$ cat config.mk
export PLATFORM = sky130hd
export DESIGN_NAME = fifo_queue_with_remove_by_value
export DESIGN_NICKNAME = d
export VERILOG_FILES = /design/src/sv/fqrv_pkg.sv /design/src/sv/fifo_queue_with_remove_by_value.sv /design/src/sv/fqrv_cell.sv
export SDC_FILE = /design/constraint.sdc
export NUM_CORES = 1
export LEC_CHECK = 0
export BUFFER_PORTS_ARGS = -buffer_cell sky130_fd_sc_hd__buf_2
export CAP_MARGIN = 0
export CORE_MARGIN = 1
export CORE_UTILIZATION = 40
export DETAILED_ROUTE_END_ITERATION = 16
export HOLD_SLACK_MARGIN = 0.06
export PLACE_DENSITY_LB_ADDON = 0.1
export SYNTH_ARGS = -nofsm -noshare
export SYNTH_HDL_FRONTEND = slang
export SYNTH_SLANG_ARGS = --single-unit
$ cat constraint.sdc
create_clock -name clock -period 6.2 [get_ports clock]
set_input_delay 0 -clock clock [delete_from_list [all_inputs] [get_ports clock]]
set_output_delay 0 -clock clock [all_outputs]
set_load 0.02 [all_outputs]
$ cat src/sv/fqrv_pkg.sv
// ----------------------------------------------------------------------------
// fqrv_pkg
// Shared types and constants for the FIFO queue with remove-by-value.
// ----------------------------------------------------------------------------
package fqrv_pkg;

   localparam int QUEUE_DEPTH = 16;
   localparam int VALUE_W     = 32;
   localparam int COUNT_W     = $clog2(QUEUE_DEPTH + 1);
   localparam int OCC_W       = 5;

   typedef enum logic [1:0] {
      CMD_ENQUEUE = 2'd0,
      CMD_DEQUEUE = 2'd1,
      CMD_REMOVE  = 2'd2,
      CMD_PEEK    = 2'd3
   } cmd_type;

   typedef enum logic [1:0] {
      ST_OK       = 2'd0,
      ST_EMPTY    = 2'd1,
      ST_FULL     = 2'd2,
      ST_NOTFOUND = 2'd3
   } status_type;

   // Broadcast from the top level to every cell
   typedef struct packed {
      logic                       accept;
      cmd_type                    cmd;
      logic signed [VALUE_W-1:0]  value;
   } cell_ctl_type;

endpackage

$ cat src/sv/fifo_queue_with_remove_by_value.sv
// ----------------------------------------------------------------------------
// fifo_queue_with_remove_by_value
// Bounded FIFO of signed values with enqueue, dequeue, peek and removal of
// the oldest entry equal to a given value, built as a row of entry cells.
// ----------------------------------------------------------------------------
// Usage:
//   Request channel (req_valid / req_stall) carries one command and a value.
//   Response channel (rsp_valid / rsp_stall) returns one transaction per
//   command: the value read (zero unless dequeue or peek succeeds), a status
//   and the occupancy after the command.
//   Every cell compares its entry with the request value; in the same cycle,
//   cells shift toward the front on dequeue, and on remove from the oldest
//   match (found by a flag rippling front to back along the row) rearwards.
//   The single response register makes the response valid in the cycle after
//   acceptance and takes one command per cycle while req_stall is low.
//   While the receiver stalls and the response register is full, req_stall
//   is high and the queue holds.
//   Reset empties the queue and drops any pending response.
// ----------------------------------------------------------------------------
module fifo_queue_with_remove_by_value (
   input  logic                                    clock,
   input  logic                                    reset,
   input  logic                                    req_valid,
   output logic                                    req_stall,
   input  logic [1:0]                              req_command,
   input  logic signed [fqrv_pkg::VALUE_W-1:0]     req_value,
   output logic                                    rsp_valid,
   input  logic                                    rsp_stall,
   output logic signed [fqrv_pkg::VALUE_W-1:0]     rsp_result_value,
   output logic [1:0]                              rsp_status,
   output logic [fqrv_pkg::OCC_W-1:0]              rsp_occupancy
);

   localparam int D = fqrv_pkg::QUEUE_DEPTH;

   fqrv_pkg::cell_ctl_type                ctl;
   logic                                  accept;
   logic [D:0]                            cell_vld;
   logic signed [fqrv_pkg::VALUE_W-1:0]   cell_dat [D:0];
   logic [D:0]                            found_chain;
   logic                                  empty;
   logic                                  full;

   logic [fqrv_pkg::COUNT_W-1:0]          count_ff;
   logic [fqrv_pkg::COUNT_W-1:0]          count_in;
   logic                                  rsp_valid_ff;
   logic                                  rsp_valid_in;
   logic signed [fqrv_pkg::VALUE_W-1:0]   res_ff;
   logic signed [fqrv_pkg::VALUE_W-1:0]   res_in;
   fqrv_pkg::status_type                  status_ff;
   fqrv_pkg::status_type                  status_in;
   logic [fqrv_pkg::OCC_W-1:0]            occ_ff;
   logic [fqrv_pkg::OCC_W-1:0]            occ_in;

   assign req_stall = rsp_valid_ff && rsp_stall;
   assign accept    = req_valid && !req_stall;

   assign ctl.accept = accept;
   assign ctl.cmd    = fqrv_pkg::cmd_type'(req_command);
   assign ctl.value  = req_value;

   // Beyond the last cell: empty, zero
   assign cell_vld[D]    = 1'b0;
   assign cell_dat[D]    = '0;
   assign found_chain[0] = 1'b0;

   for (genvar i = 0; i < D; i++) begin : g_cell
      logic prev_vld;
      if (i == 0) begin : g_head
         assign prev_vld = 1'b1;
      end else begin : g_body
         assign prev_vld = cell_vld[i-1];
      end

      fqrv_cell u_cell (
         .clock      (clock),
         .reset      (reset),
         .ctl        (ctl),
         .prev_valid (prev_vld),
         .prev_found (found_chain[i]),
         .next_valid (cell_vld[i+1]),
         .next_data  (cell_dat[i+1]),
         .valid      (cell_vld[i]),
         .data       (cell_dat[i]),
         .found      (found_chain[i+1])
      );
   end

   assign empty = !cell_vld[0];
   assign full  = cell_vld[D-1];

   always_comb begin
      res_in    = '0;
      status_in = fqrv_pkg::ST_OK;
      count_in  = count_ff;
      case (ctl.cmd)
         fqrv_pkg::CMD_ENQUEUE: begin
            if (full) begin
               status_in = fqrv_pkg::ST_FULL;
            end else begin
               count_in = count_ff + 1'b1;
            end
         end
         fqrv_pkg::CMD_DEQUEUE: begin
            if (empty) begin
               status_in = fqrv_pkg::ST_EMPTY;
            end else begin
               res_in   = cell_dat[0];
               count_in = count_ff - 1'b1;
            end
         end
         fqrv_pkg::CMD_REMOVE: begin
            if (empty) begin
               status_in = fqrv_pkg::ST_EMPTY;
            end else if (!found_chain[D]) begin
               status_in = fqrv_pkg::ST_NOTFOUND;
            end else begin
               count_in = count_ff - 1'b1;
            end
         end
         default: begin
            if (empty) begin
               status_in = fqrv_pkg::ST_EMPTY;
            end else begin
               res_in = cell_dat[0];
            end
         end
      endcase
      occ_in = fqrv_pkg::OCC_W'(count_in);
   end

   // Response register: load on accept, clear once taken
   always_comb begin
      rsp_valid_in = rsp_valid_ff;
      if (accept) begin
         rsp_valid_in = 1'b1;
      end else if (!rsp_stall) begin
         rsp_valid_in = 1'b0;
      end
   end

   always_ff @(posedge clock) begin
      if (reset) begin
         count_ff     <= '0;
         rsp_valid_ff <= 1'b0;
      end else begin
         rsp_valid_ff <= rsp_valid_in;
         if (accept) begin
            count_ff <= count_in;
         end
      end
   end

   always_ff @(posedge clock) begin
      if (accept) begin
         res_ff    <= res_in;
         status_ff <= status_in;
         occ_ff    <= occ_in;
      end
   end

   assign rsp_valid        = rsp_valid_ff;
   assign rsp_result_value = res_ff;
   assign rsp_status       = status_ff;
   assign rsp_occupancy    = occ_ff;

endmodule

$ cat src/sv/fqrv_cell.sv
// ----------------------------------------------------------------------------
// fqrv_cell
// One queue entry: holds a value and a valid flag, loads on enqueue, takes
// its rear neighbour's contents when the entries behind a gap close up.
// ----------------------------------------------------------------------------
module fqrv_cell (
   input  logic                                    clock,
   input  logic                                    reset,
   input  fqrv_pkg::cell_ctl_type                  ctl,
   input  logic                                    prev_valid,
   input  logic                                    prev_found,
   input  logic                                    next_valid,
   input  logic signed [fqrv_pkg::VALUE_W-1:0]     next_data,
   output logic                                    valid,
   output logic signed [fqrv_pkg::VALUE_W-1:0]     data,
   output logic                                    found
);

   logic                                  valid_ff;
   logic                                  valid_in;
   logic signed [fqrv_pkg::VALUE_W-1:0]   data_ff;
   logic signed [fqrv_pkg::VALUE_W-1:0]   data_in;
   logic                                  match;
   logic                                  shift;
   logic                                  load;

   assign match = valid_ff && (data_ff == ctl.value);
   assign found = prev_found || match;

   // Shift on dequeue, and on remove from the oldest match rearwards
   assign shift = ctl.accept &&
                  ((ctl.cmd == fqrv_pkg::CMD_DEQUEUE) ||
                   ((ctl.cmd == fqrv_pkg::CMD_REMOVE) && found));
   // First free cell takes the enqueued value
   assign load  = ctl.accept && (ctl.cmd == fqrv_pkg::CMD_ENQUEUE) &&
                  !valid_ff && prev_valid;

   always_comb begin
      valid_in = valid_ff;
      data_in  = data_ff;
      if (shift) begin
         valid_in = next_valid;
         data_in  = next_data;
      end else if (load) begin
         valid_in = 1'b1;
         data_in  = ctl.value;
      end
   end

   always_ff @(posedge clock) begin
      if (reset) begin
         valid_ff <= 1'b0;
      end else begin
         valid_ff <= valid_in;
      end
   end

   always_ff @(posedge clock) begin
      data_ff <= data_in;
   end

   assign valid = valid_ff;
   assign data  = data_ff;

endmodule
# Word level (Yosys, flattened, before mapping)
# Cells that the tools add are included.
# Widths: inputs -> output; s select.
# op_classes
n_addsub	2
multipliers	0
div_mod_pow	0
n_lt_le_gt_ge	0
n_eq_ne	19
shift	0
mux	72
bitwise	1
reduce_logical	148
# ops
operator	n
$mux 32	30
$eq 32x32->1	16
$logic_and 1x1->1	82
$mux 1	33
$logic_or 1x1->1	31
$reduce_bool 2->1	15
$mux 5	4
$logic_not 1->1	17
$pmux 5 s3	1
$mux 2	3
$add 5x1->5 const B	1
$sub 5x1->5 const B	1
$pmux 2 s2	1
$reduce_or 3->1	1
$eq 2x1->1 const B	1
$eq 2x2->1 const B	1
$logic_not 2->1	1
$ne 2x1->1 const B	1
$reduce_or 2->1	1
$not 1->1	1
# totals
ff_bits	573
latchBits	0
ram_bits	0
mem_bits_ro	0
out_inout_bits	41
wordCells	279
memories	0

# Longest topological paths before layout
# depth
depth_word	21
mapped_depth	15
depth_no_buf	10

# By module
# Synthesis repeated with hierarchy kept, for this count alone.
# hier_totals
cells_unflattened	5544
hier_area_um2	47036.4
# modules_own_cells
mod	n_inst	cells_per_inst	area_per_inst_um2
fqrv_cell	16	337	2815.2
fifo_queue_with_remove_by_value	1	152	1993.2

# Worst setup path after synthesis
# No wires, ideal clock.
# synth_timing
path_kind	register -> register
startpoint	register rsp_valid_ff (netlist: rsp_valid)
endpoint	register g_cell[2].u_cell.data_ff, in the netlist g_cell[2].u_cell.data[0] (enable)
setup_ns	0.466
arrival_ns	3.606
required_time_ns	5.734
path_slack_ns	2.128
path_stages_with_launch	7
path_buffers	1
cell_sequence	dfxtp_1 nand2_1 nand2_1 nor3_1 clkbuf_1 nand2_1 o21ai_0
# synth_between
elab_chain_len	7
# synth_lines
item	line_no	rtl
from (decl)	fifo_queue_with_remove_by_value.sv:46	logic rsp_valid_ff;
from (signal assigned)	fifo_queue_with_remove_by_value.sv:147	rsp_valid_ff <= rsp_valid_in;
$logic_and 1x1->1 (*)	fifo_queue_with_remove_by_value.sv:55	assign req_stall = rsp_valid_ff && rsp_stall;
$logic_not 1->1 (*)	fifo_queue_with_remove_by_value.sv:56	assign accept = req_valid && !req_stall;
$logic_and 1x1->1 (*)	fifo_queue_with_remove_by_value.sv:56	
$logic_and 1x1->1 (2 in a row)	fqrv_cell.sv:35	assign load = ctl.accept && (ctl.cmd == fqrv_pkg::CMD_ENQUEUE) &&
$logic_and 1x1->1	fqrv_cell.sv:36	!valid_ff && prev_valid;
$reduce_bool 2->1 (no source line) (*)	-	
to (signal assigned)	fqrv_cell.sv:59	data_ff <= data_in;
to (decl)	fqrv_cell.sv:21	logic signed [fqrv_pkg::VALUE_W-1:0] data_ff;
# Every way passes the cells marked *; elsewhere a longest branch is shown, timed or not.
# A chain may end at the register's enable or synchronous reset.

# Worst setup path in the final report
# layout_timing
startpoint	input req_value[1] (netlist bit)
endpoint	register g_cell[14].u_cell.data_ff, in the netlist g_cell[14].u_cell.data[21] (data pin)
# layout_between
elab_chain_len	20
# layout_lines
item	line_no	rtl
from (decl)	fifo_queue_with_remove_by_value.sv:26	input logic signed [fqrv_pkg::VALUE_W-1:0] req_value,
$eq 32x32->1	fqrv_cell.sv:27	assign match = valid_ff && (data_ff == ctl.value);
$logic_and 1x1->1	fqrv_cell.sv:27	
$logic_or 1x1->1 (13 in a row)	fqrv_cell.sv:28	assign found = prev_found || match;
$logic_or 1x1->1 (*)	fqrv_cell.sv:28	
$logic_and 1x1->1 (*)	fqrv_cell.sv:33	((ctl.cmd == fqrv_pkg::CMD_REMOVE) && found));
$logic_or 1x1->1 (*)	fqrv_cell.sv:32	((ctl.cmd == fqrv_pkg::CMD_DEQUEUE) ||
$logic_and 1x1->1 (*)	fqrv_cell.sv:31	assign shift = ctl.accept &&
$mux 32 (*)	fqrv_cell.sv:41	if (shift) begin
net g_cell[14].u_cell.data_in (one bit)	fqrv_cell.sv:22	logic signed [fqrv_pkg::VALUE_W-1:0] data_in;
to (signal assigned)	fqrv_cell.sv:59	
to (decl)	fqrv_cell.sv:21	
# Mark *: on every way through the listed nets, which the timed path passes. The rest lies on a longest branch.

==> metrics.txt <==
count of cell types in the netlist 79; DPL Wire Length 77300 um; Rel. slew slack 0.103; Die Wd 287 um; fin crit share 0.706; first-pass GRT wire length 156000 um; xor and xnor area share after synthesis 0.139; Switching Power 2.53 mW; P_int 7.20 mW; mux cell area share after synthesis 0.158; CP arrival 4.72 ns; gr ovfl total 0; EDFF count, synth 519; H-tree depth 3; Critical Path End Type register; CORE AREA 0.0795 mm2; total CTS buffers 70; fillers 7221; CTS tree built; crit-path max cell delay 0.58 ns; Synth Area in Compound Gates 0.0369; skew final 0.0277 ns; worst-case clock buffer depth 3; WS Path Type input pin to register; Mapped Nets 2661; Final Hold Viols 0; Hold WS 0.0800 ns; pwr dens 270 mW/mm2; gpl congestion 0.982; remaining antenna violation count 0; clock slew at reported path FFs 0.05 ns; layout net count 2687; share of layout cells above drive strength 1 0.267; critical path peak fanout 37; DR vias/cell 5.84; crit start category input pin; RSZ-0062 raised after global routing false; total wire length 107000 um; average cell area after synthesis 12.4 um2; Die Ht 287 um; clock latency on the worst-skew pair 0.62 ns; status finished clean; antenna cell count 0; DR WL/cell 28.6 um; sequential share of power 0.464; placement row count 103; Syn Inst Count 2621; largest family of logic cells by synthesized area multiplexers; Yosys reg bits 573; final setup vio count 0; register area share after synthesis 0.515; Simple-Gate Fraction of Synth Area 0.112; vias in the first global route 22.1k; Hold Crit Class input pin to register; number of remaining DRC errors 0; Yosys warning count 0; post-synthesis adder-cell area fraction 0.000773; die area 0.0821 mm2; asr flop ratio synth 0; Logic pwr share 0.119; Worst EP required 6.55 ns; CP max stage cell or4_1; Post-synth top flop edfxtp_1; GRT Total Usage 0.259; Starting DRT DRC Count 2153; clk sinks 573; Setup TNS Final 0 ns; Leak 12.2 nW; initial antenna violation count 3; Slew Viols, Final 0; synth-to-layout area growth 11.3%; Post-Synthesis Cell Area 0.0324 mm2; Total Power 9.72 mW; cells along the critical path dlygate4sd3_1 > buf_2 > buf_4 > xnor2_1 > nand4_1 > or4_1 > nor3b_1 > a2111oi_0 > nand4_1 > nor2_1 > a211oi_4 > buf_4 > mux2_2; TritonRoute pass-1 iters 8; Worst-Margin Slew 1.31 ns; PortBufs 78; largest net degree at the start of global routing 57; switching part of the total 0.260; fmax 0.228 GHz; max cap viols 0; I/O pins 79; maximum VDD drop 0.172 mV; clock share of power 0.417; Initial Utilization 0.407; fin crit period 4.38 ns; via count 21.9k; CTS Root Cell clkbuf_16
==> cell usage in the layout, fill, tap and decap left out, types with 43 or more instances in the layout <==
cell type / count
buf_4: 78
nor3_1: 43
nor4_1: 153
edfxtp_1: 519
xor2_1: 365
nand4_1: 71
a21oi_1: 61
nor2_1: 56
clkbuf_16: 73
mux2_2: 391
o21ai_0: 48
nand2_1: 163
xnor2_1: 145
dfxtp_1: 54
buf_2: 78
==> registers in the layout, summed over array words and instances (netlist names) <==
register	flops
count_ff	5
g_cell.u_cell.data	512
g_cell.u_cell.valid	16
rsp_occupancy	5
rsp_result_value	32
rsp_status	2
rsp_valid	1
==> critical path, delay by kind of cell <==
kind,cells,cell delay [ns]
AOI/OAI and AO/OA,2,0.50
xor gates and xnor gates,1,0.24
buffers and inverters,4,1.91
muxes,1,0.40
and+or+nand+nor,5,1.59
==> metal layers <==
metal	GRT usage	share of wire	vias up	routed length, um
met1	0.358	0.44	11100	47400
li1	-	-	9752	-
met3	0.0430	0.063	199	6760
met4	0.0762	0.028	2	3030
met2	0.416	0.47	910	50100
met5	0	0.00012	-	13
==> cell type report <==
type | count | area (um2) | area share
flip-flops and latches | 573 | 16700 | 0.462
multi-input cells | 1811 | 14600 | 0.405
clock buffers | 91 | 1900 | 0.0528
well taps | 1050 | 1310 | 0.0365
repair buffers | 173 | 1170 | 0.0324
clock inverters | 38 | 315 | 0.00875
inverters | 18 | 67.6 | 0.00187
==> metrics by stage <==
| stage | area, um2 | util | worst slack [ns] | cells |
|---|---|---|---|---|
| 6_report | 36000 | 0.453 | 1.82 | 3754 |
| 5_1_grt | 36000 | 0.453 | 1.51 | 3754 |
| 4_1_cts | 36000 | 0.453 | 1.86 | 3754 |
| 3_5_place_dp | 33700 | 0.424 | 1.72 | 3611 |
| 3_3_place_gp | 33700 | 0.423 | 1.56 | 3610 |
| 2_1_floorplan | 32400 | - | 2.13 | 2621 |
==> what timing repair did <==
item / in CTS / in global routing
resized for setup: 0 / 0
hold buffers: 14 / 0
setup buffers: 0 / 0
endpoints found under the hold margin: 24 / 0
==> worst paths after layout <==
path	depth (start not counted)	start	slack, ns	endpoint
min	2	req_value[0]	0.08	g_cell[5].u_cell.data[0]
min reg2reg	2	g_cell[15].u_cell.data[12]	0.48	g_cell[15].u_cell.data[12]
max	13	req_value[1]	1.82	g_cell[14].u_cell.data[21]
max reg2reg	10	g_cell[0].u_cell.data[2]	1.92	g_cell[9].u_cell.data[17]
==> power groups by stage <==
stage	clock [mW]	combinational (mW)	sequential (mW)
6_report	4.06	1.15	4.51
5_1_grt	4.26	1.22	4.52
4_1_cts	4.13	1.14	4.51
3_5_place_dp	0	1.13	4.59
3_3_place_gp	0	1.12	4.59
2_1_floorplan	0	0.773	4.56
==> logic make-up after synthesis <==
| family | Yosys count |
|---|---|
| simple gates | 664 |
| flops | 573 |
| xor+xnor | 512 |
| mux | 446 |
| buf+inv | 237 |
| compound gates | 187 |
| fa+ha+maj | 2 |
==> synth_stat cells, drive strengths merged, types with 3 or more instances <==
library cell | count | area share
nor2 | 64 | 0.0077
a21o | 4 | 0.00093
nand4 | 71 | 0.014
inv | 17 | 0.0020
or3b | 3 | 0.00081
nand4b | 10 | 0.0027
dfxtp | 54 | 0.033
o21ai | 55 | 0.0090
o21bai | 8 | 0.0019
nor4 | 153 | 0.030
a31oi | 3 | 0.00058
and3 | 35 | 0.0068
nand2 | 166 | 0.019
nor3b | 7 | 0.0016
nand3b | 3 | 0.00070
nand3 | 32 | 0.0049
and2 | 3 | 0.00058
a2111oi | 5 | 0.0014
and4 | 4 | 0.0011
or4 | 12 | 0.0029
a211oi | 10 | 0.0023
or3 | 18 | 0.0035
nor4b | 7 | 0.0019
clkbuf | 78 | 0.0090
nand2b | 14 | 0.0027
a31o | 3 | 0.00081
mux2 | 445 | 0.16
a21oi | 66 | 0.011
xnor2 | 147 | 0.041
o21a | 7 | 0.0019
buf | 141 | 0.027
o31ai | 3 | 0.00070
xor2 | 365 | 0.099
nor2b | 9 | 0.0017
o41ai | 6 | 0.0019
nor3 | 44 | 0.0068
edfxtp | 519 | 0.48
Power figures use the tool's default switching activity.
